==> config.mk <==
export PLATFORM = sky130hd
export DESIGN_NAME = mailbox_service_sequencer_core
export DESIGN_NICKNAME = d
export VERILOG_FILES = /design/src/design/msq_pkg.sv /design/src/design/mailbox_service_sequencer_core.sv /design/src/design/msq_pick.sv /design/src/design/msq_wordgen.sv
export SDC_FILE = /design/constraint.sdc
export NUM_CORES = 1
export LEC_CHECK = 0
export BUFFER_PORTS_ARGS = -buffer_cell sky130_fd_sc_hd__buf_2
export CORE_MARGIN = 3
export CORE_UTILIZATION = 55
export CTS_CLUSTER_SIZE = 24
export DETAILED_ROUTE_END_ITERATION = 7
export PLACE_DENSITY = 0.75
export SETUP_SLACK_MARGIN = 0.3
export SYNTH_ARGS = -nofsm -noshare
export SYNTH_HDL_FRONTEND = slang
export SYNTH_SLANG_ARGS = --single-unit
==> constraint.sdc <==
create_clock -name clk -period 10.45 [get_ports clk]
set_clock_uncertainty 0.1 [all_clocks]
set_input_delay 0.5225 -clock clk [delete_from_list [all_inputs] [get_ports clk]]
set_output_delay 0.5225 -clock clk [all_outputs]
set_load 0.02 [all_outputs]
==> src/design/msq_pkg.sv <==
// ----------------------------------------------------------------------------
// msq_pkg
// Shared constants, codes and helpers for the mailbox service sequencer.
// ----------------------------------------------------------------------------
`default_nettype none

package msq_pkg;

  localparam int HALF_CHANNELS_DEF = 16;

  localparam logic [2:0] REQ_TICK = 3'd0;
  localparam logic [2:0] REQ_IRQ  = 3'd1;
  localparam logic [2:0] REQ_RESP = 3'd2;
  localparam logic [2:0] REQ_FILT = 3'd3;
  localparam logic [2:0] REQ_MAC  = 3'd4;
  localparam logic [2:0] REQ_HASH = 3'd5;

  localparam logic [1:0] ACC_WRITE = 2'd0;
  localparam logic [1:0] ACC_READ  = 2'd1;
  localparam logic [1:0] ACC_RING  = 2'd2;

  localparam logic [7:0]  OP_RD    = 8'hA0;
  localparam logic [7:0]  OP_WR    = 8'hA1;
  localparam logic [31:0] HDR_BASE = 32'hDC00_0000;

  localparam logic [2:0] LK_SERVICE = 3'd0;
  localparam logic [2:0] LK_STATUS  = 3'd1;
  localparam logic [2:0] LK_FLAGS   = 3'd2;
  localparam logic [2:0] LK_CHANQ   = 3'd3;
  localparam logic [2:0] LK_CHANACK = 3'd4;

  localparam logic [1:0] RP_NONE   = 2'd0;
  localparam logic [1:0] RP_STATUS = 2'd1;
  localparam logic [1:0] RP_CHAN   = 2'd2;

  localparam logic [1:0] PH_SERVICE = 2'd0;
  localparam logic [1:0] PH_CLEAR   = 2'd1;
  localparam logic [1:0] PH_QUERY   = 2'd2;
  localparam logic [1:0] PH_ACK     = 2'd3;

  localparam logic [5:0]  STATUS_WORDS = 6'd15;
  localparam logic [31:0] STATUS_MASK  = 32'h0000_7FFF;
  localparam logic [31:0] CHAN_BASE    = 32'h2100_0000;

  typedef struct packed {
    logic [2:0] kind;
    logic [4:0] idx;
  } wg_sel_t;

  function automatic logic [31:0] status_addr(input logic [4:0] i);
    logic [31:0] a;
    case (i)
      5'd0:    a = 32'h0000_0000;
      5'd1:    a = 32'h2000_0000;
      5'd2:    a = 32'h2001_0000;
      5'd3:    a = 32'h0100_0000;
      5'd4:    a = 32'h0101_0000;
      5'd5:    a = 32'h0102_0000;
      5'd6:    a = 32'h0103_0000;
      5'd7:    a = 32'h0140_0000;
      5'd8:    a = 32'h0145_0000;
      5'd9:    a = 32'h0146_0000;
      5'd10:   a = 32'h0147_0000;
      5'd11:   a = 32'h0141_0000;
      5'd12:   a = 32'h0142_0000;
      5'd13:   a = 32'h0143_0000;
      5'd14:   a = 32'h0144_0000;
      default: a = 32'h0000_0000;
    endcase
    return a;
  endfunction

endpackage

`default_nettype wire

==> src/design/mailbox_service_sequencer_core.sv <==
// ----------------------------------------------------------------------------
// mailbox_service_sequencer_core
// Host-side mailbox sequencer: ticks drive command runs, one access a cycle.
//
//   channel | ports               | direction | transfer
//   in_     | req_type .. value   | input     | in_valid & in_ready
//   out_    | access .. filter    | output    | out_valid & out_ready
//
// Non-tick items are taken in the idle state. A tick passes a done step,
// then either issues read requests or selects a write list, and then makes
// up to 34 mailbox accesses, one access list entry per cycle.
// Output stalls hold the sequencer. Reset is synchronous; no clearing pass.
// ----------------------------------------------------------------------------
`default_nettype none

module mailbox_service_sequencer_core #(
  parameter int HALF_CHANNELS = msq_pkg::HALF_CHANNELS_DEF
) (
  input  wire logic        clk,
  input  wire logic        rst_n,
  input  wire logic        in_valid,
  output logic             in_ready,
  input  wire logic [2:0]  in_req_type,
  input  wire logic        in_doorbell_busy,
  input  wire logic        in_notify_bit,
  input  wire logic        in_done_bit,
  input  wire logic [15:0] in_response_word,
  input  wire logic [63:0] in_set_value,
  output logic             out_valid,
  input  wire logic        out_ready,
  output logic [1:0]       out_access_kind,
  output logic [5:0]       out_mailbox_slot,
  output logic [31:0]      out_write_data,
  output logic             out_last_of_run,
  output logic             out_status_valid,
  output logic [31:0]      out_sync_map,
  output logic [15:0]      out_availability,
  output logic [15:0]      out_packet_bandwidth,
  output logic [15:0]      out_node_address,
  output logic [15:0]      out_node_position,
  output logic [7:0]       out_filter_now
);

  localparam logic [15:0] HALF_MASK = 16'((33'(1) << HALF_CHANNELS) - 33'(1));
  localparam logic [31:0] CH_MASK   = {HALF_MASK, HALF_MASK};

  localparam logic [2:0] ST_IDLE  = 3'd0;
  localparam logic [2:0] ST_DONE  = 3'd1;
  localparam logic [2:0] ST_WRSEL = 3'd2;
  localparam logic [2:0] ST_RDREQ = 3'd3;
  localparam logic [2:0] ST_WLIST = 3'd4;
  localparam logic [2:0] ST_HDR   = 3'd5;
  localparam logic [2:0] ST_RING  = 3'd6;

  logic [2:0]  state_r, state_nxt;
  logic [1:0]  phase_r, phase_nxt;
  logic [1:0]  rp_r, rp_nxt;
  logic [5:0]  aw_r, aw_nxt;
  logic        notify_r, notify_nxt;
  logic        done_r, done_nxt;
  logic [15:0] event_r, event_nxt;
  logic [31:0] dma_r, dma_nxt;
  logic [31:0] syncnow_r, syncnow_nxt;
  logic [31:0] sticky_r, sticky_nxt;
  logic [15:0] sw0_r, sw0_nxt, sw1_r, sw1_nxt, sw2_r, sw2_nxt, sw3_r, sw3_nxt;
  logic [7:0]  filt_r, filt_nxt;
  logic [47:0] mac_r, mac_nxt;
  logic [63:0] hash_r, hash_nxt;
  logic [2:0]  marks_r, marks_nxt;
  logic        valid_r, valid_nxt;
  logic        busy_r, busy_nxt;
  logic [31:0] wmask_r, wmask_nxt;
  logic [31:0] qmask_r, qmask_nxt;
  logic [2:0]  lkind_r, lkind_nxt;
  logic [5:0]  cnt_r, cnt_nxt;
  logic [7:0]  op_r, op_nxt;

  logic        ov_r;
  logic [1:0]  okind_r;
  logic [5:0]  oslot_r;
  logic [31:0] odata_r;
  logic        olast_r;
  logic        ostat_r;
  logic [31:0] osync_r;
  logic [15:0] osw0_r, osw1_r, osw2_r, osw3_r;
  logic [7:0]  ofilt_r;

  logic        emit;
  logic [1:0]  e_kind;
  logic [5:0]  e_slot;
  logic [31:0] e_data;
  logic        e_last;
  logic        can_emit;
  logic        in_fire;

  logic [4:0]  pk_idx;
  logic [31:0] pk_rest;
  logic        pk_last;
  logic [4:0]  qk_idx;
  logic [31:0] qk_rest;
  logic        qk_last;
  msq_pkg::wg_sel_t wsel;
  logic [31:0] wdata;
  logic [5:0]  kfull;
  logic [31:0] m_svc;
  logic [31:0] m_chan;
  logic [5:0]  cnt_inc;

  msq_pick u_pick (.mask(wmask_r), .idx(pk_idx), .rest(pk_rest), .last(pk_last));
  msq_pick u_qpick (.mask(qmask_r), .idx(qk_idx), .rest(qk_rest), .last(qk_last));

  assign wsel.kind = lkind_r;
  assign wsel.idx  = pk_idx;

  msq_wordgen u_wordgen (
    .sel(wsel), .filt(filt_r), .mac(mac_r), .hash(hash_r), .dma(dma_r), .data(wdata)
  );

  assign in_ready = (state_r == ST_IDLE);
  assign in_fire  = in_valid && in_ready;
  assign can_emit = !ov_r || out_ready;
  assign kfull    = msq_pkg::STATUS_WORDS - aw_r;
  assign m_svc    = {22'd0, {4{marks_r[2]}}, {3{marks_r[1]}}, marks_r[0], {2{event_r[5]}}};
  assign m_chan   = dma_r & CH_MASK;
  assign cnt_inc  = cnt_r + 6'd1;

  always_comb begin
    state_nxt = state_r; phase_nxt = phase_r; rp_nxt = rp_r; aw_nxt = aw_r;
    notify_nxt = notify_r; done_nxt = done_r; event_nxt = event_r; dma_nxt = dma_r;
    syncnow_nxt = syncnow_r; sticky_nxt = sticky_r;
    sw0_nxt = sw0_r; sw1_nxt = sw1_r; sw2_nxt = sw2_r; sw3_nxt = sw3_r;
    filt_nxt = filt_r; mac_nxt = mac_r; hash_nxt = hash_r; marks_nxt = marks_r;
    valid_nxt = valid_r; busy_nxt = busy_r; wmask_nxt = wmask_r; qmask_nxt = qmask_r;
    lkind_nxt = lkind_r; cnt_nxt = cnt_r; op_nxt = op_r;
    emit = 1'b0; e_kind = msq_pkg::ACC_WRITE; e_slot = 6'd0; e_data = 32'd0; e_last = 1'b0;

    case (state_r)
      ST_IDLE: begin
        if (in_fire) begin
          case (in_req_type)
            msq_pkg::REQ_TICK: begin
              busy_nxt  = in_doorbell_busy;
              state_nxt = ST_DONE;
            end
            msq_pkg::REQ_IRQ: begin
              notify_nxt = notify_r | in_notify_bit;
              done_nxt   = done_r | in_done_bit;
            end
            msq_pkg::REQ_RESP: begin
              if (aw_r != 6'd0 && rp_r != msq_pkg::RP_NONE) begin
                if (rp_r == msq_pkg::RP_STATUS) begin
                  case (kfull)
                    6'd0:  event_nxt = in_response_word;
                    6'd1:  dma_nxt[15:0] = in_response_word;
                    6'd2:  dma_nxt[31:16] = in_response_word;
                    6'd3:  sw0_nxt = in_response_word;
                    6'd4:  sw1_nxt = in_response_word;
                    6'd5:  sw2_nxt = in_response_word;
                    6'd6:  sw3_nxt = in_response_word;
                    6'd7: begin
                      filt_nxt = in_response_word[7:0];
                      marks_nxt[0] = 1'b0;
                    end
                    6'd8:  mac_nxt[47:32] = in_response_word;
                    6'd9:  mac_nxt[31:16] = in_response_word;
                    6'd10: begin
                      mac_nxt[15:0] = in_response_word;
                      marks_nxt[1] = 1'b0;
                    end
                    6'd11: hash_nxt[63:48] = in_response_word;
                    6'd12: hash_nxt[47:32] = in_response_word;
                    6'd13: hash_nxt[31:16] = in_response_word;
                    6'd14: begin
                      hash_nxt[15:0] = in_response_word;
                      marks_nxt[2] = 1'b0;
                    end
                    default: ;
                  endcase
                end else begin
                  if (in_response_word[0]) begin
                    syncnow_nxt = syncnow_r | (32'd1 << qk_idx);
                  end
                  qmask_nxt = qk_rest;
                end
                aw_nxt = aw_r - 6'd1;
                if (aw_r == 6'd1) begin
                  if (rp_r == msq_pkg::RP_STATUS) begin
                    valid_nxt = 1'b1;
                    phase_nxt = (dma_nxt != 32'd0) ? msq_pkg::PH_CLEAR : msq_pkg::PH_SERVICE;
                  end else begin
                    sticky_nxt = sticky_r | syncnow_nxt;
                    phase_nxt = (syncnow_nxt != 32'd0) ? msq_pkg::PH_ACK
                                                       : msq_pkg::PH_SERVICE;
                  end
                  rp_nxt = msq_pkg::RP_NONE;
                  aw_nxt = 6'd0;
                end
              end
            end
            msq_pkg::REQ_FILT: begin
              filt_nxt = in_set_value[7:0];
              marks_nxt[0] = 1'b1;
            end
            msq_pkg::REQ_MAC: begin
              mac_nxt = in_set_value[47:0];
              marks_nxt[1] = 1'b1;
            end
            msq_pkg::REQ_HASH: begin
              hash_nxt = in_set_value;
              marks_nxt[2] = 1'b1;
            end
            default: ;
          endcase
        end
      end

      ST_DONE: begin
        state_nxt = ST_WRSEL;
        if (done_r) begin
          done_nxt = 1'b0;
          if (rp_r != msq_pkg::RP_NONE && aw_r == 6'd0) begin
            cnt_nxt = 6'd0;
            if (rp_r == msq_pkg::RP_STATUS) begin
              state_nxt = ST_RDREQ;
            end else begin
              syncnow_nxt = 32'd0;
              wmask_nxt   = m_chan;
              qmask_nxt   = m_chan;
              if (m_chan != 32'd0) begin
                state_nxt = ST_RDREQ;
              end else begin
                phase_nxt = msq_pkg::PH_SERVICE;
                rp_nxt    = msq_pkg::RP_NONE;
              end
            end
          end
        end
      end

      ST_WRSEL: begin
        state_nxt = ST_IDLE;
        cnt_nxt   = 6'd0;
        if (rp_r == msq_pkg::RP_NONE && !busy_r) begin
          case (phase_r)
            msq_pkg::PH_SERVICE: begin
              marks_nxt    = 3'd0;
              event_nxt[5] = 1'b0;
              if (m_svc != 32'd0) begin
                wmask_nxt = m_svc;
                lkind_nxt = msq_pkg::LK_SERVICE;
                op_nxt    = msq_pkg::OP_WR;
                state_nxt = ST_WLIST;
              end else if (notify_r) begin
                notify_nxt = 1'b0;
                rp_nxt     = msq_pkg::RP_STATUS;
                aw_nxt     = 6'd0;
                wmask_nxt  = msq_pkg::STATUS_MASK;
                lkind_nxt  = msq_pkg::LK_STATUS;
                op_nxt     = msq_pkg::OP_RD;
                state_nxt  = ST_WLIST;
              end
            end
            msq_pkg::PH_CLEAR: begin
              wmask_nxt = 32'd3;
              lkind_nxt = msq_pkg::LK_FLAGS;
              op_nxt    = msq_pkg::OP_WR;
              phase_nxt = msq_pkg::PH_QUERY;
              state_nxt = ST_WLIST;
            end
            msq_pkg::PH_QUERY: begin
              rp_nxt    = msq_pkg::RP_CHAN;
              aw_nxt    = 6'd0;
              wmask_nxt = m_chan;
              lkind_nxt = msq_pkg::LK_CHANQ;
              op_nxt    = msq_pkg::OP_RD;
              if (m_chan != 32'd0) state_nxt = ST_WLIST;
            end
            default: begin
              phase_nxt = msq_pkg::PH_SERVICE;
              wmask_nxt = syncnow_r;
              lkind_nxt = msq_pkg::LK_CHANACK;
              op_nxt    = msq_pkg::OP_WR;
              if (syncnow_r != 32'd0) state_nxt = ST_WLIST;
            end
          endcase
        end
      end

      ST_RDREQ: begin
        if (can_emit) begin
          emit    = 1'b1;
          e_kind  = msq_pkg::ACC_READ;
          e_slot  = cnt_inc;
          cnt_nxt = cnt_inc;
          if (rp_r == msq_pkg::RP_STATUS) begin
            e_last = (cnt_inc == msq_pkg::STATUS_WORDS);
          end else begin
            e_last    = pk_last;
            wmask_nxt = pk_rest;
          end
          if (e_last) begin
            aw_nxt    = cnt_inc;
            state_nxt = ST_IDLE;
          end
        end
      end

      ST_WLIST: begin
        if (can_emit) begin
          emit      = 1'b1;
          e_slot    = cnt_inc;
          e_data    = wdata;
          cnt_nxt   = cnt_inc;
          wmask_nxt = pk_rest;
          if (pk_last) state_nxt = ST_HDR;
        end
      end

      ST_HDR: begin
        if (can_emit) begin
          emit      = 1'b1;
          e_data    = msq_pkg::HDR_BASE | {8'd0, op_r, 16'd0} | {16'd0, 2'd0, cnt_r, 8'd0};
          state_nxt = ST_RING;
        end
      end

      ST_RING: begin
        if (can_emit) begin
          emit      = 1'b1;
          e_kind    = msq_pkg::ACC_RING;
          e_last    = 1'b1;
          state_nxt = ST_IDLE;
        end
      end

      default: state_nxt = ST_IDLE;
    endcase
  end

  always_ff @(posedge clk) begin
    if (!rst_n) begin
      state_r <= ST_IDLE; phase_r <= msq_pkg::PH_SERVICE; rp_r <= msq_pkg::RP_NONE;
      aw_r <= 6'd0; notify_r <= 1'b1; done_r <= 1'b0; event_r <= 16'd0;
      dma_r <= 32'd0; syncnow_r <= 32'd0; sticky_r <= 32'd0;
      sw0_r <= 16'd0; sw1_r <= 16'd0; sw2_r <= 16'd0; sw3_r <= 16'd0;
      filt_r <= 8'd0; mac_r <= 48'd0; hash_r <= 64'd0; marks_r <= 3'd0;
      valid_r <= 1'b0; busy_r <= 1'b0; wmask_r <= 32'd0; qmask_r <= 32'd0;
      lkind_r <= msq_pkg::LK_SERVICE; cnt_r <= 6'd0; op_r <= msq_pkg::OP_WR;
      ov_r <= 1'b0;
    end else begin
      state_r <= state_nxt; phase_r <= phase_nxt; rp_r <= rp_nxt; aw_r <= aw_nxt;
      notify_r <= notify_nxt; done_r <= done_nxt; event_r <= event_nxt;
      dma_r <= dma_nxt; syncnow_r <= syncnow_nxt; sticky_r <= sticky_nxt;
      sw0_r <= sw0_nxt; sw1_r <= sw1_nxt; sw2_r <= sw2_nxt; sw3_r <= sw3_nxt;
      filt_r <= filt_nxt; mac_r <= mac_nxt; hash_r <= hash_nxt; marks_r <= marks_nxt;
      valid_r <= valid_nxt; busy_r <= busy_nxt; wmask_r <= wmask_nxt; qmask_r <= qmask_nxt;
      lkind_r <= lkind_nxt; cnt_r <= cnt_nxt; op_r <= op_nxt;
      if (emit) begin
        ov_r <= 1'b1;
      end else if (out_ready) begin
        ov_r <= 1'b0;
      end
    end
  end

  always_ff @(posedge clk) begin
    if (emit) begin
      okind_r <= e_kind; oslot_r <= e_slot; odata_r <= e_data; olast_r <= e_last;
      ostat_r <= valid_r; osync_r <= sticky_r;
      osw0_r <= sw0_r; osw1_r <= sw1_r; osw2_r <= sw2_r; osw3_r <= sw3_r;
      ofilt_r <= filt_r;
    end
  end

  assign out_valid            = ov_r;
  assign out_access_kind      = okind_r;
  assign out_mailbox_slot     = oslot_r;
  assign out_write_data       = odata_r;
  assign out_last_of_run      = olast_r;
  assign out_status_valid     = ostat_r;
  assign out_sync_map         = osync_r;
  assign out_availability     = osw0_r;
  assign out_packet_bandwidth = osw1_r;
  assign out_node_address     = osw2_r;
  assign out_node_position    = osw3_r;
  assign out_filter_now       = ofilt_r;

  a_ring_last: assert property (@(posedge clk) disable iff (!rst_n)
    (out_valid && out_access_kind == msq_pkg::ACC_RING) |-> out_last_of_run)
    else $error("ring not last of run");

  a_rdreq_pending: assert property (@(posedge clk) disable iff (!rst_n)
    (state_r == ST_RDREQ) |-> (rp_r != msq_pkg::RP_NONE))
    else $error("read requests without pending read");

  a_aw_range: assert property (@(posedge clk) disable iff (!rst_n)
    (aw_r <= 6'd32))
    else $error("awaiting count out of range");

  a_ring_slot: assert property (@(posedge clk) disable iff (!rst_n)
    (out_valid && out_access_kind == msq_pkg::ACC_RING) |-> (out_mailbox_slot == 6'd0))
    else $error("ring with nonzero slot");

  a_chan_last: assert property (@(posedge clk) disable iff (!rst_n)
    (rp_r == msq_pkg::RP_CHAN && aw_r == 6'd1) |-> qk_last)
    else $error("channel query list out of step");

endmodule

`default_nettype wire

==> src/design/msq_pick.sv <==
// ----------------------------------------------------------------------------
// msq_pick
// Lowest set bit of a work mask: its index and the mask with it cleared.
// ----------------------------------------------------------------------------
`default_nettype none

module msq_pick (
  input  wire logic [31:0] mask,
  output logic      [4:0]  idx,
  output logic      [31:0] rest,
  output logic             last
);

  always_comb begin
    idx = 5'd0;
    for (int i = 31; i >= 0; i--) begin
      if (mask[i]) begin
        idx = 5'(i);
      end
    end
  end

  assign rest = mask & (mask - 32'd1);
  assign last = (rest == 32'd0);

endmodule

`default_nettype wire

==> src/design/msq_wordgen.sv <==
// ----------------------------------------------------------------------------
// msq_wordgen
// Mailbox write word for one entry of the active command list.
// ----------------------------------------------------------------------------
`default_nettype none

module msq_wordgen (
  input  wire msq_pkg::wg_sel_t sel,
  input  wire logic [7:0]       filt,
  input  wire logic [47:0]      mac,
  input  wire logic [63:0]      hash,
  input  wire logic [31:0]      dma,
  output logic      [31:0]      data
);

  logic [31:0] chan_word;

  assign chan_word = msq_pkg::CHAN_BASE + {7'd0, sel.idx, 20'd0};

  always_comb begin
    data = 32'd0;
    case (sel.kind)
      msq_pkg::LK_SERVICE: begin
        case (sel.idx)
          5'd0:    data = 32'h0000_0020;
          5'd1:    data = 32'h2002_0001;
          5'd2:    data = 32'h0140_0000 | {24'd0, filt};
          5'd3:    data = 32'h0145_0000 | {16'd0, mac[47:32]};
          5'd4:    data = 32'h0146_0000 | {16'd0, mac[31:16]};
          5'd5:    data = 32'h0147_0000 | {16'd0, mac[15:0]};
          5'd6:    data = 32'h0141_0000 | {16'd0, hash[63:48]};
          5'd7:    data = 32'h0142_0000 | {16'd0, hash[47:32]};
          5'd8:    data = 32'h0143_0000 | {16'd0, hash[31:16]};
          5'd9:    data = 32'h0144_0000 | {16'd0, hash[15:0]};
          default: data = 32'd0;
        endcase
      end
      msq_pkg::LK_STATUS:  data = msq_pkg::status_addr(sel.idx);
      msq_pkg::LK_FLAGS: begin
        if (sel.idx == 5'd0) begin
          data = 32'h2000_0000 | {16'd0, dma[15:0]};
        end else begin
          data = 32'h2001_0000 | {16'd0, dma[31:16]};
        end
      end
      msq_pkg::LK_CHANQ:   data = chan_word;
      msq_pkg::LK_CHANACK: data = chan_word | 32'd1;
      default:             data = 32'd0;
    endcase
  end

endmodule

`default_nettype wire
### Word-level counts from Yosys, hierarchy flattened

Memory sizes are Yosys's and may differ from the RTL's.
Cells that the tools add are included.

* memories: 1
* output and inout port bits: 148
* logic and storage cells: 449
* memory bits (read-only): 96
* bits of input ports: 90
* flip-flop bits (word level): 534

* reduce and logical (&&, ||, !) cells: 69
* add/sub/neg operators: 6
* shift operators: 1
* bitwise gates (word level): 8
* equality and inequality tests: 91
* mux-type cells: 228

Memory list
* (no name shown): words 16, bits a word 6, read ports 1, clocked after memory_dff 0, wr ports 0, RTL line msq_pkg.sv:52 `case (i)`

Operator list (number)
* 2-to-1 mux 32 bit: 33
* 2-to-1 mux 5 bit: 64
* one-hot mux 30 bit (10 select lines): 1
* one-hot mux 32 bit (2 select lines): 3
* one-hot mux 32 bit (5 select lines): 1
* nonzero test 32 bit: 5
* 2-to-1 mux 16 bit: 9
* 2-to-1 mux 64 bit: 2
* one-hot mux 32 bit (4 select lines): 1
* one-hot mux 64 bit (2 select lines): 1
* 2-to-1 mux 6 bit: 17
* 2-to-1 mux 48 bit: 2
* one-hot mux 32 bit (3 select lines): 1
* one-hot mux 48 bit (2 select lines): 1
* AND reduction 6 bit: 16
* AND 32 bit: 2
* OR 32 bit: 2
* subtractor 32 x 1 -> 32 bit (second input constant): 2
* 2-to-1 mux 3 bit: 20
* equality test 6 x 4 -> 1 bit (second input constant): 8
* AND reduction 8 bit: 6
* 2-to-1 mux 8 bit: 5
* 2-to-1 mux 2 bit: 19
* != test 2 x 1 -> 1 bit (second input constant): 18
* 58 further kinds: 164

### Depth between registers and ports, before layout

Gate-level depths: netlist of run 1.

* word-level depth: 48
* mapped depth: 16
* depth with buffers taken out: 14

### By module

A second synthesis of run 1 with hierarchy kept.

* cells, all modules: 2661
* area total of the unflattened synthesis: 25238.0 um2

By module, submodules not included
* mailbox_service_sequencer_core: area an instance 21546.9 um2, times used 1, seq. area each 11911.4 um2, cells each 2131
* msq_pick: area an instance 940.9 um2, times used 2, seq. area each 0.0 um2, cells each 147
* msq_wordgen: area an instance 1809.2 um2, times used 1, seq. area each 0.0 um2, cells each 236

### Least setup slack after synthesis of run 1

No wires, ideal clock.

* path kind: register to register
* from: register state_r[1]
* to: register okind_r[0], in the netlist out_access_kind[0], enable pin
* slack: 2.740 ns
* library setup time: 0.643 ns
* cell stages (with the launch flop): 6
* buffers on the path: 2
* data arrival time: 6.967 ns
* period minus slack after synthesis: 7.710 ns
* required time: 9.707 ns
* cells stage by stage: dfxtp_1 clkbuf_1 clkbuf_1 nand2_1 xor2_1 nor2_1

* word-level cells in the longest chain between the ends: 3
* elaborated cells on any way between the ends: 6
* classes of those cells: 4 x eq/ne; 1 x mux; 1 x reduce/logical

Ends and longest elaborated chain
* start, declared: RTL line mailbox_service_sequencer_core.sv:55 `logic [2:0] state_r, state_nxt;`
* start signal, assigned: RTL line mailbox_service_sequencer_core.sv:351 `state_r <= state_nxt; phase_r <= phase_nxt; rp_r <= rp_nxt; aw_r <= aw_nxt;`
* equality test 3 bit / equality test 3 x 2 -> 1 bit (equally long branches): RTL line mailbox_service_sequencer_core.sv:137 `case (state_r)`
* OR reduction 4 bit (no source line) *
* 2-to-1 mux 1 bit *
* net emit: RTL line mailbox_service_sequencer_core.sv:88 `logic emit;`
* end signal, assigned: RTL line mailbox_service_sequencer_core.sv:368 `okind_r <= e_kind; oslot_r <= e_slot; odata_r <= e_data; olast_r <= e_last;`
* end, declared: RTL line mailbox_service_sequencer_core.sv:79 `logic [1:0] okind_r;`

The timed path passes the listed nets; every way through them passes the cells marked *.
A chain may end at the register's enable or synchronous reset.

### Final worst setup path of run 1

* from: register wmask_r[16]
* to: register odata_r[13], in the netlist out_write_data[13] (data pin)

* word-level cells in the longest chain between the ends: 22
* elaborated cells on any way between the ends: 32
* classes of those cells: 9 x eq/ne; 22 x mux; 1 x reduce/logical

Ends and longest elaborated chain
* start, declared: RTL line mailbox_service_sequencer_core.sv:72 `logic [31:0] wmask_r, wmask_nxt;`
* start signal, assigned: RTL line mailbox_service_sequencer_core.sv:356 `valid_r <= valid_nxt; busy_r <= busy_nxt; wmask_r <= wmask_nxt; qmask_r <= qmask_nxt;`
* 2-to-1 mux 5 bit * (17 in a row): RTL line msq_pick.sv:17 `if (mask[i]) begin`
* equality test 5 x 4 -> 1 bit, or another cell as far along: RTL line msq_wordgen.sv:24 `case (sel.idx)`
* one-hot mux 30 bit (10 select lines) / 2-to-1 mux 17 bit (equally long branches): RTL line msq_wordgen.sv:24, msq_wordgen.sv:40
* one-hot mux 32 bit (5 select lines) *: RTL line msq_wordgen.sv:22 `case (sel.kind)`
* 2-to-1 mux 32 bit *: RTL line mailbox_service_sequencer_core.sv:309 `if (can_emit) begin`
* one-hot mux 32 bit (2 select lines) *: RTL line mailbox_service_sequencer_core.sv:137
* net e_data[13]: RTL line mailbox_service_sequencer_core.sv:91 `logic [31:0] e_data;`
* end signal, assigned: RTL line mailbox_service_sequencer_core.sv:368
* end, declared: RTL line mailbox_service_sequencer_core.sv:81 `logic [31:0] odata_r;`

Marked as above.

==> results of run 1 <==
## final cells by class
class	instances	share of cell area
timing repair buffer	265	0.0526
clock inverter	29	0.0152
sequential	517	0.442
inverter	30	0.00451
tap	532	0.0250
multi-input combinational	1853	0.406
clock buffer	68	0.0546
antenna	3	0.000282
## worst paths after layout
check	to	slack, ns	depth (start not counted)	start
worst max register to register	out_write_data[13]$_DFFE_PP_	6.08	8	wmask_r[16]$_SDFFE_PN0P_
worst min-delay path	mac_r[33]$_SDFFE_PN0P_	0.13	3	in_set_value[33]
worst min register to register	out_packet_bandwidth[2]$_DFFE_PP_	0.33	0	sw1_r[2]$_SDFFE_PN0P_
worst max-delay path	out_write_data[13]$_DFFE_PP_	6.08	8	wmask_r[16]$_SDFFE_PN0P_
## cells by family after synthesis
group | Yosys count | share of synthesized area
and+or+nand+nor | 942 | 0.186
AOI/OAI and AO/OA | 804 | 0.224
DFF | 517 | 0.503
buffers and inverters | 236 | 0.0397
muxes | 80 | 0.0343
adders and majority gates | 19 | 0.00984
xor gates and xnor gates | 7 | 0.00262
other | 1 | 0.000160
## sequential cells by signal, summed over array words and instances, names as in the netlist, 6 cells and up
name                  cells
hash_r                   64
mac_r                    48
dma_r                    32
out_sync_map             32
qmask_r                  32
sticky_r                 32
syncnow_r                32
wmask_r                  32
out_write_data           27
out_availability         16
out_node_address         16
out_node_position        16
out_packet_bandwidth     16
sw0_r                    16
sw1_r                    16
sw2_r                    16
sw3_r                    16
filt_r                    8
out_filter_now            8
aw_r                      6
cnt_r                     6
out_mailbox_slot          6
## cell usage in the layout (no fill, tap or decap), types with 16 or more instances in the layout
cell and instances:
a211oi_1 129, a21oi_1 275, a222oi_1 22, a22oi_1 52
a31oi_1 21, buf_2 236, buf_4 29, clkbuf_16 53
dfxtp_1 376, edfxtp_1 141, ha_1 16, inv_1 29
mux2i_1 78, nand2_1 223, nand2b_1 18, nand3_1 100
nand4_1 17, nor2_1 353, nor2b_1 45, nor3_1 38
nor4_1 31, o21ai_0 125, o22ai_1 31, o31ai_1 19
or3_1 20
## routing by layer
layer / share of wire / vias to the layer above
met3: 0.11 / 251
met1: 0.39 / 10364
met4: 0.054 / 6
li1: - / 9833
met2: 0.45 / 1284
met5: 0.00043 / -
## stage by stage
step                 util  instances  worst slack [ns]  hold WS [ns]  instance area, µm²
finish              0.643       3297              6.08         0.131               26600
global route        0.643       3296              5.94         0.122               26600
CTS                 0.643       3294              6.22         0.102               26600
detailed placement  0.598       3197              6.18         0.315               24700
global placement    0.598       3197              6.28         0.312               24700
floorplan               -       2606              2.74         0.308               23400
## where the power goes
part / total [W] / internal (W) / switching [W]
sequential: 0.00240 / 0.00227 / 0.000131
combinational: 0.00189 / 0.000553 / 0.00134
clock: 0.00202 / 0.00119 / 0.000829
## worst register-to-register path: stages (launching register included)
cell	delay [ns]
dfxtp_1	0.39
or4_1	0.68
nor4_1	0.80
a21o_1	0.36
nand2_1	0.14
nor2_2	0.83
nor2_1	0.13
a31o_1	0.48
o221ai_1	0.30
## cell usage after synthesis, types with 30 or more instances
| master | count |
|---|---|
| mux2i_1 | 78 |
| inv_1 | 30 |
| a22oi_1 | 52 |
| o21ai_0 | 126 |
| nor3_1 | 43 |
| a21oi_1 | 275 |
| a211oi_1 | 129 |
| nor2_1 | 364 |
| nor2b_1 | 46 |
| dfxtp_1 | 376 |
| nor4_1 | 31 |
| nand2_1 | 223 |
| o22ai_1 | 31 |
| clkbuf_1 | 186 |
| edfxtp_1 | 141 |
| nand3_1 | 100 |
==> impl_results.md, run 1 <==
- First-pass GRT wire length: 120 mm
- Crit path DAT: 4.68 ns
- Post-CTS Resized: 0
- Clock latency on the worst-skew pair: roughly 0.63 ns
- Critical path type: flop to flop
- Critical Path Sink Type: flop
- Post-Syn Instances: 2606
- HPWL Detailed: 54.9 mm
- I/O Pins: 238
- Top Usage Layer GRT: met2
- Reg area: 0.0118 mm²
- Setup violations, final: 0
- CTS tree: done
- Max FO, Critical Path: 20
- Routability Congestion: 0.980
- Global-route track usage on met2: 0.544
- Cell taking the most area after synthesis: dfxtp_1
- Drc violations: 0
- Area of the multi-input gates: 0.0108 mm²
- Hold buffer count at cts: 0
- Crit-path leading delay family: simple AND/OR/NAND/NOR gates
- Synth-to-Final Area Change: 13.8%
- IO Port Bufs: 236
- Total Wirelength: 79.6 mm
- Overall power: 0.00631 W
- CP Launch Type: flop
- Cell row count: 74
- Largest net degree at the start of global routing: about 110
- Cell area power density: 237 mW/mm²
- Share of the synthesized area in the top cell type: 0.322
- Top cells by area, synth: dfxtp_1 (32%), edfxtp_1 (18%), a21oi_1 (5.9%), nor2_1 (5.8%), a211oi_1 (4.1%)
- Post-CTS Setup Inserts: 0
- Chip Height: 212 µm
- Post-synth EDFFs: 141
- CTS root buf: clkbuf_16
- Max-Slew Margin vs Limit: 0.199
- Fmax: ~0.23 GHz
- Initial antenna violation count: 5
- Die width: between 200 and 250 µm
- GRT Util Overall: 0.345
- Nets@finish: 2825
- Post-synth ARST share: 0
- Max incr delay on CP: between 0.8 and 0.9 ns
- Die Area: 0.0450 mm²
- Peak VDD IR: 0.147 mV
- Leak Pwr: 9.87 nW
- CTS buffer count: 52
- Starting Density: 0.565
- Max Root-Sink Buffers: 3
- Synthesized area per cell: around 9.0 µm²
- Setup_tns: 0 ns
- Slowest CP cell: nor2_2
- Fin crit share: 0.419
- Grt met3 use: 0.0812
- Met1 usage: 0.456
- Max-slew violations: 0
- Routed len/inst: 24.1 µm
- Synth warn: 0
- Crit path required time: ~11 ns
- First-pass iteration count of the detailed router: 7
- Clock Sinks: between 500 and 600
- Syn Std Cell Area: 0.0234 mm²
- Post-synthesis register bit count: 517
- Vias: 21738
- Vias in the first global route: 20265
- Worst slew pin tran: about 1.2 ns
- Top_reg_cell synth: dfxtp_1
- Clock-pin slew on the worst setup and hold paths: 0.06 ns
- Routed Antenna Nets: 0
- Vias per cell: 6.59
- Status: completed
- Layout cells sized above 1: 0.149
- CP cell instances: or4_1 -> nor4_1 -> a21o_1 -> nand2_1 -> nor2_2 -> nor2_1 -> a31o_1 -> o221ai_1
- RSZ-0062 raised after global routing: no
- Count of final hold-check violations: 0
- CORE AREA: 0.0414 mm²
- Seq/Total Area, Yosys: 0.503
- Synth unique cells: 87
- Fill cells: between 3000 and 4000
- Synth Net Count: ~2700
- GRT overflow: 0
- Max cap viols: 0
- CTS H-tree lvls: 2
- Iter 0 DRT Violations: 2510
- Minimum clock period: 4.37 ns
- Tightest Hold Check Type: input pin to flop
- CP bufs+invs: 0
No activity file was read; power rests on OpenSTA's default activity.
==> run 2: changes to the inputs <==
- CORE_UTILIZATION: 55 -> 54
- PLACE_DENSITY: 0.75 -> 0.77
- clock period: 10.45 -> 3.8 ns (I/O delays scaled with it)
==> run 2 against run 1 <==
Largest cell class unchanged. Via count grew 4.0%. Sequential share of layout area fell by 2.3 points. Global-route usage up 0.78 points. Cell count is 5.9% higher. Clock power increased to 2.5 times the previous value. Critical path depth is 5 higher. Die area rose by 1.8%. The flow now finishes with violations (design-rule violations). Hold slack got worse by 0.066 ns. Combinational power increased to 3.1 times the previous value.
==> impl_results.md, run 2 (synthesized netlist as in run 1, its figures left out) <==
- Top reg by flops: hash_r
- Vias per cell: 6.47 (-1.9%)
- Critical path type: flop to flop
- Crit path DAT: 3.59 ns (-1.09 ns)
- First-pass GRT wire length: 127 mm (+5.9%)
- Max reg flops: 64 (unchanged)
- Clock Sinks: 517 (unchanged)
- Clock-pin slew on the worst setup and hold paths: 0.06 ns (about the same)
- Chip Height: 214 µm (+0.90%)
- Crit path required time: 4.05 ns (-6.70 ns)
- CTS H-tree lvls: 2 (unchanged)
- Status: finished with violations
- CTS root buf: clkbuf_16
- Routed Antenna Nets: 0 (unchanged)
- Routability Congestion: 0.988 (+0.72%)
- GRT overflow: 0 (unchanged)
- Count of final hold-check violations: 0 (unchanged)
- Largest net degree at the start of global routing: 110 (-2.7%)
- CORE AREA: 0.0423 mm² (+2.3%)
- Max FO, Critical Path: 9 (-55%)
- Initial antenna violation count: 3 (-2)
- Tightest Hold Check Type: input pin to flop
- Setup violations, final: 0 (unchanged)
- First-pass iteration count of the detailed router: 8 (+1)
- CTS tree: done
- Peak VDD IR: 0.398 mV (+170%)
- Most common cell after layout, fill and taps aside: dfxtp_1
- Worst slew pin tran: 1.10 ns (-0.0975 ns)
- CP Launch Type: flop
- RSZ-0062 raised after global routing: no
- Cell area power density: 629 mW/mm² (+170%)
- Vias in the first global route: 21598 (+6.6%)
- Starting Density: 0.553 (-0.0125)
- Post-Place Cells: 3296 (+3.1%)
- GRT Util Overall: 0.352 (+0.00779)
- I/O Pins: 238 (unchanged)
- Drc violations: 1 (+1)
- Layout cells sized above 1: 0.164 (+0.0153)
- Cell row count: 75 (+1.4%)
- Routed len/inst: 24.2 µm (+0.19%)
- Vias: 22597 (+4.0%)
- Minimum clock period: 3.34 ns (-1.03 ns)
- Max Root-Sink Buffers: 3 (unchanged)
- Setup_tns: 0 ns (unchanged)
- Leak Pwr: 10.5 nW (+6.0%)
- Max cap viols: 0 (unchanged)
- Clock latency on the worst-skew pair: 0.64 ns (about the same)
- IO Port Bufs: 236 (unchanged)
- Violated checks: design-rule violations
- HPWL Detailed: 56.8 mm (+3.5%)
- Final cell count without fillers: 3492 (+5.9%)
- Fin crit share: 0.879 (+0.461)
- Critical Path Sink Type: flop
- Iter 0 DRT Violations: 2562 (+2.1%)
- Max-slew violations: 0 (unchanged)
- Die width: 214 µm (+0.90%)
- Fmax: 0.299 GHz (+31%)
- Synth-to-Final Area Change: 20.0%
- CTS buffer count: 52 (unchanged)
- Nets@finish: 2974 (+5.3%)
- Max-Slew Margin vs Limit: 0.264 (+0.0650)
- Die Area: 0.0459 mm² (+1.8%)
- Total Wirelength: 84.5 mm (+6.1%)
- Most frequent cells in the layout: dfxtp_1 (372), nor2_1 (355), a21oi_1 (274)
- Largest regs: hash_r x64, mac_r x48
==> run 2: cell types whose count changed in the layout (fill, tap and decap cells not counted), sizes merged <==
cell and change:
bufinv -6, nor3 +1, buf +55, inv -1
dlygate4sd3 +93, clkinvlp +1, clkbuf +7
==> run 2: layout make-up <==
cell class	count	area, µm²
clock inverter	23	239
multi-input combinational	1854	10900
antenna	3	7.51
clock buffer	75	1480
sequential	517	11800
timing repair buffer	413	2850
tap	577	722
fill	3381	14200
inverter	30	120
==> run 2: critical path, stage by stage, from the launching register on <==
cell,delay (ns)
dfxtp_1,0.39
or3_1,0.39
o21ai_0,0.26
a211oi_2,0.17
o21bai_2,0.24
inv_1,0.12
ha_1,0.21
buf_4,0.17
nand2_2,0.10
nor2_2,0.05
buf_4,0.18
a221o_1,0.37
nor4_2,0.25
o22ai_1,0.10
==> run 2: timing repair <==
| item | in CTS | in global routing |
|---|---|---|
| hold buffers | 93 | 0 |
| endpoints found under the hold margin | 232 | 0 |
| buffers inserted | 1 | 0 |
| cloned | 1 | 0 |
| resized for setup | 3 | 26 |
| pin swaps | 2 | 9 |
| setup endpoints to repair | 16 | 29 |
==> run 2: layer usage <==
layer	GRT usage	up-vias	wire length [µm]
met3	0.0920	316	9060
met1	0.442	10725	31700
met2	0.559	1396	38400
met4	0.191	4	5250
met5	0	-	27
li1	-	10156	-
==> run 2: path summary, 6_finish.rpt <==
kind / from / end / slack, ns / cells after the start
hold / removal: in_valid / marks_r[0]$_SDFFE_PN0P_ / 0.06 / 5
setup / recovery: wmask_r[21]$_SDFFE_PN0P_ / out_write_data[5]$_DFFE_PP_ / 0.46 / 13
setup reg to reg: wmask_r[21]$_SDFFE_PN0P_ / out_write_data[5]$_DFFE_PP_ / 0.46 / 13
hold reg to reg: sw0_r[15]$_SDFFE_PN0P_ / out_availability[15]$_DFFE_PP_ / 0.33 / 0
==> run 2: stage by stage <==
step,util,hold WS (ns),setup slack [ns],area [µm²],total power [W]
after floorplan,-,0.234,0.313,23400,0.0102
after global placement,0.598,0.310,0.318,25300,0.0121
after detailed placement,0.598,0.315,0.145,25300,0.0122
after CTS,0.661,0.0254,0.284,28000,0.0174
after global routing,0.663,0.0658,0.307,28100,0.0183
final,0.663,0.0648,0.459,28100,0.0177
==> run 2: power breakdown <==
group          leakage [nW]  switching, W  internal, W  total [W]
sequential             4.37      0.000340      0.00623    0.00657
clock                 0.825       0.00227      0.00288    0.00514
combinational          5.26       0.00398      0.00197    0.00595
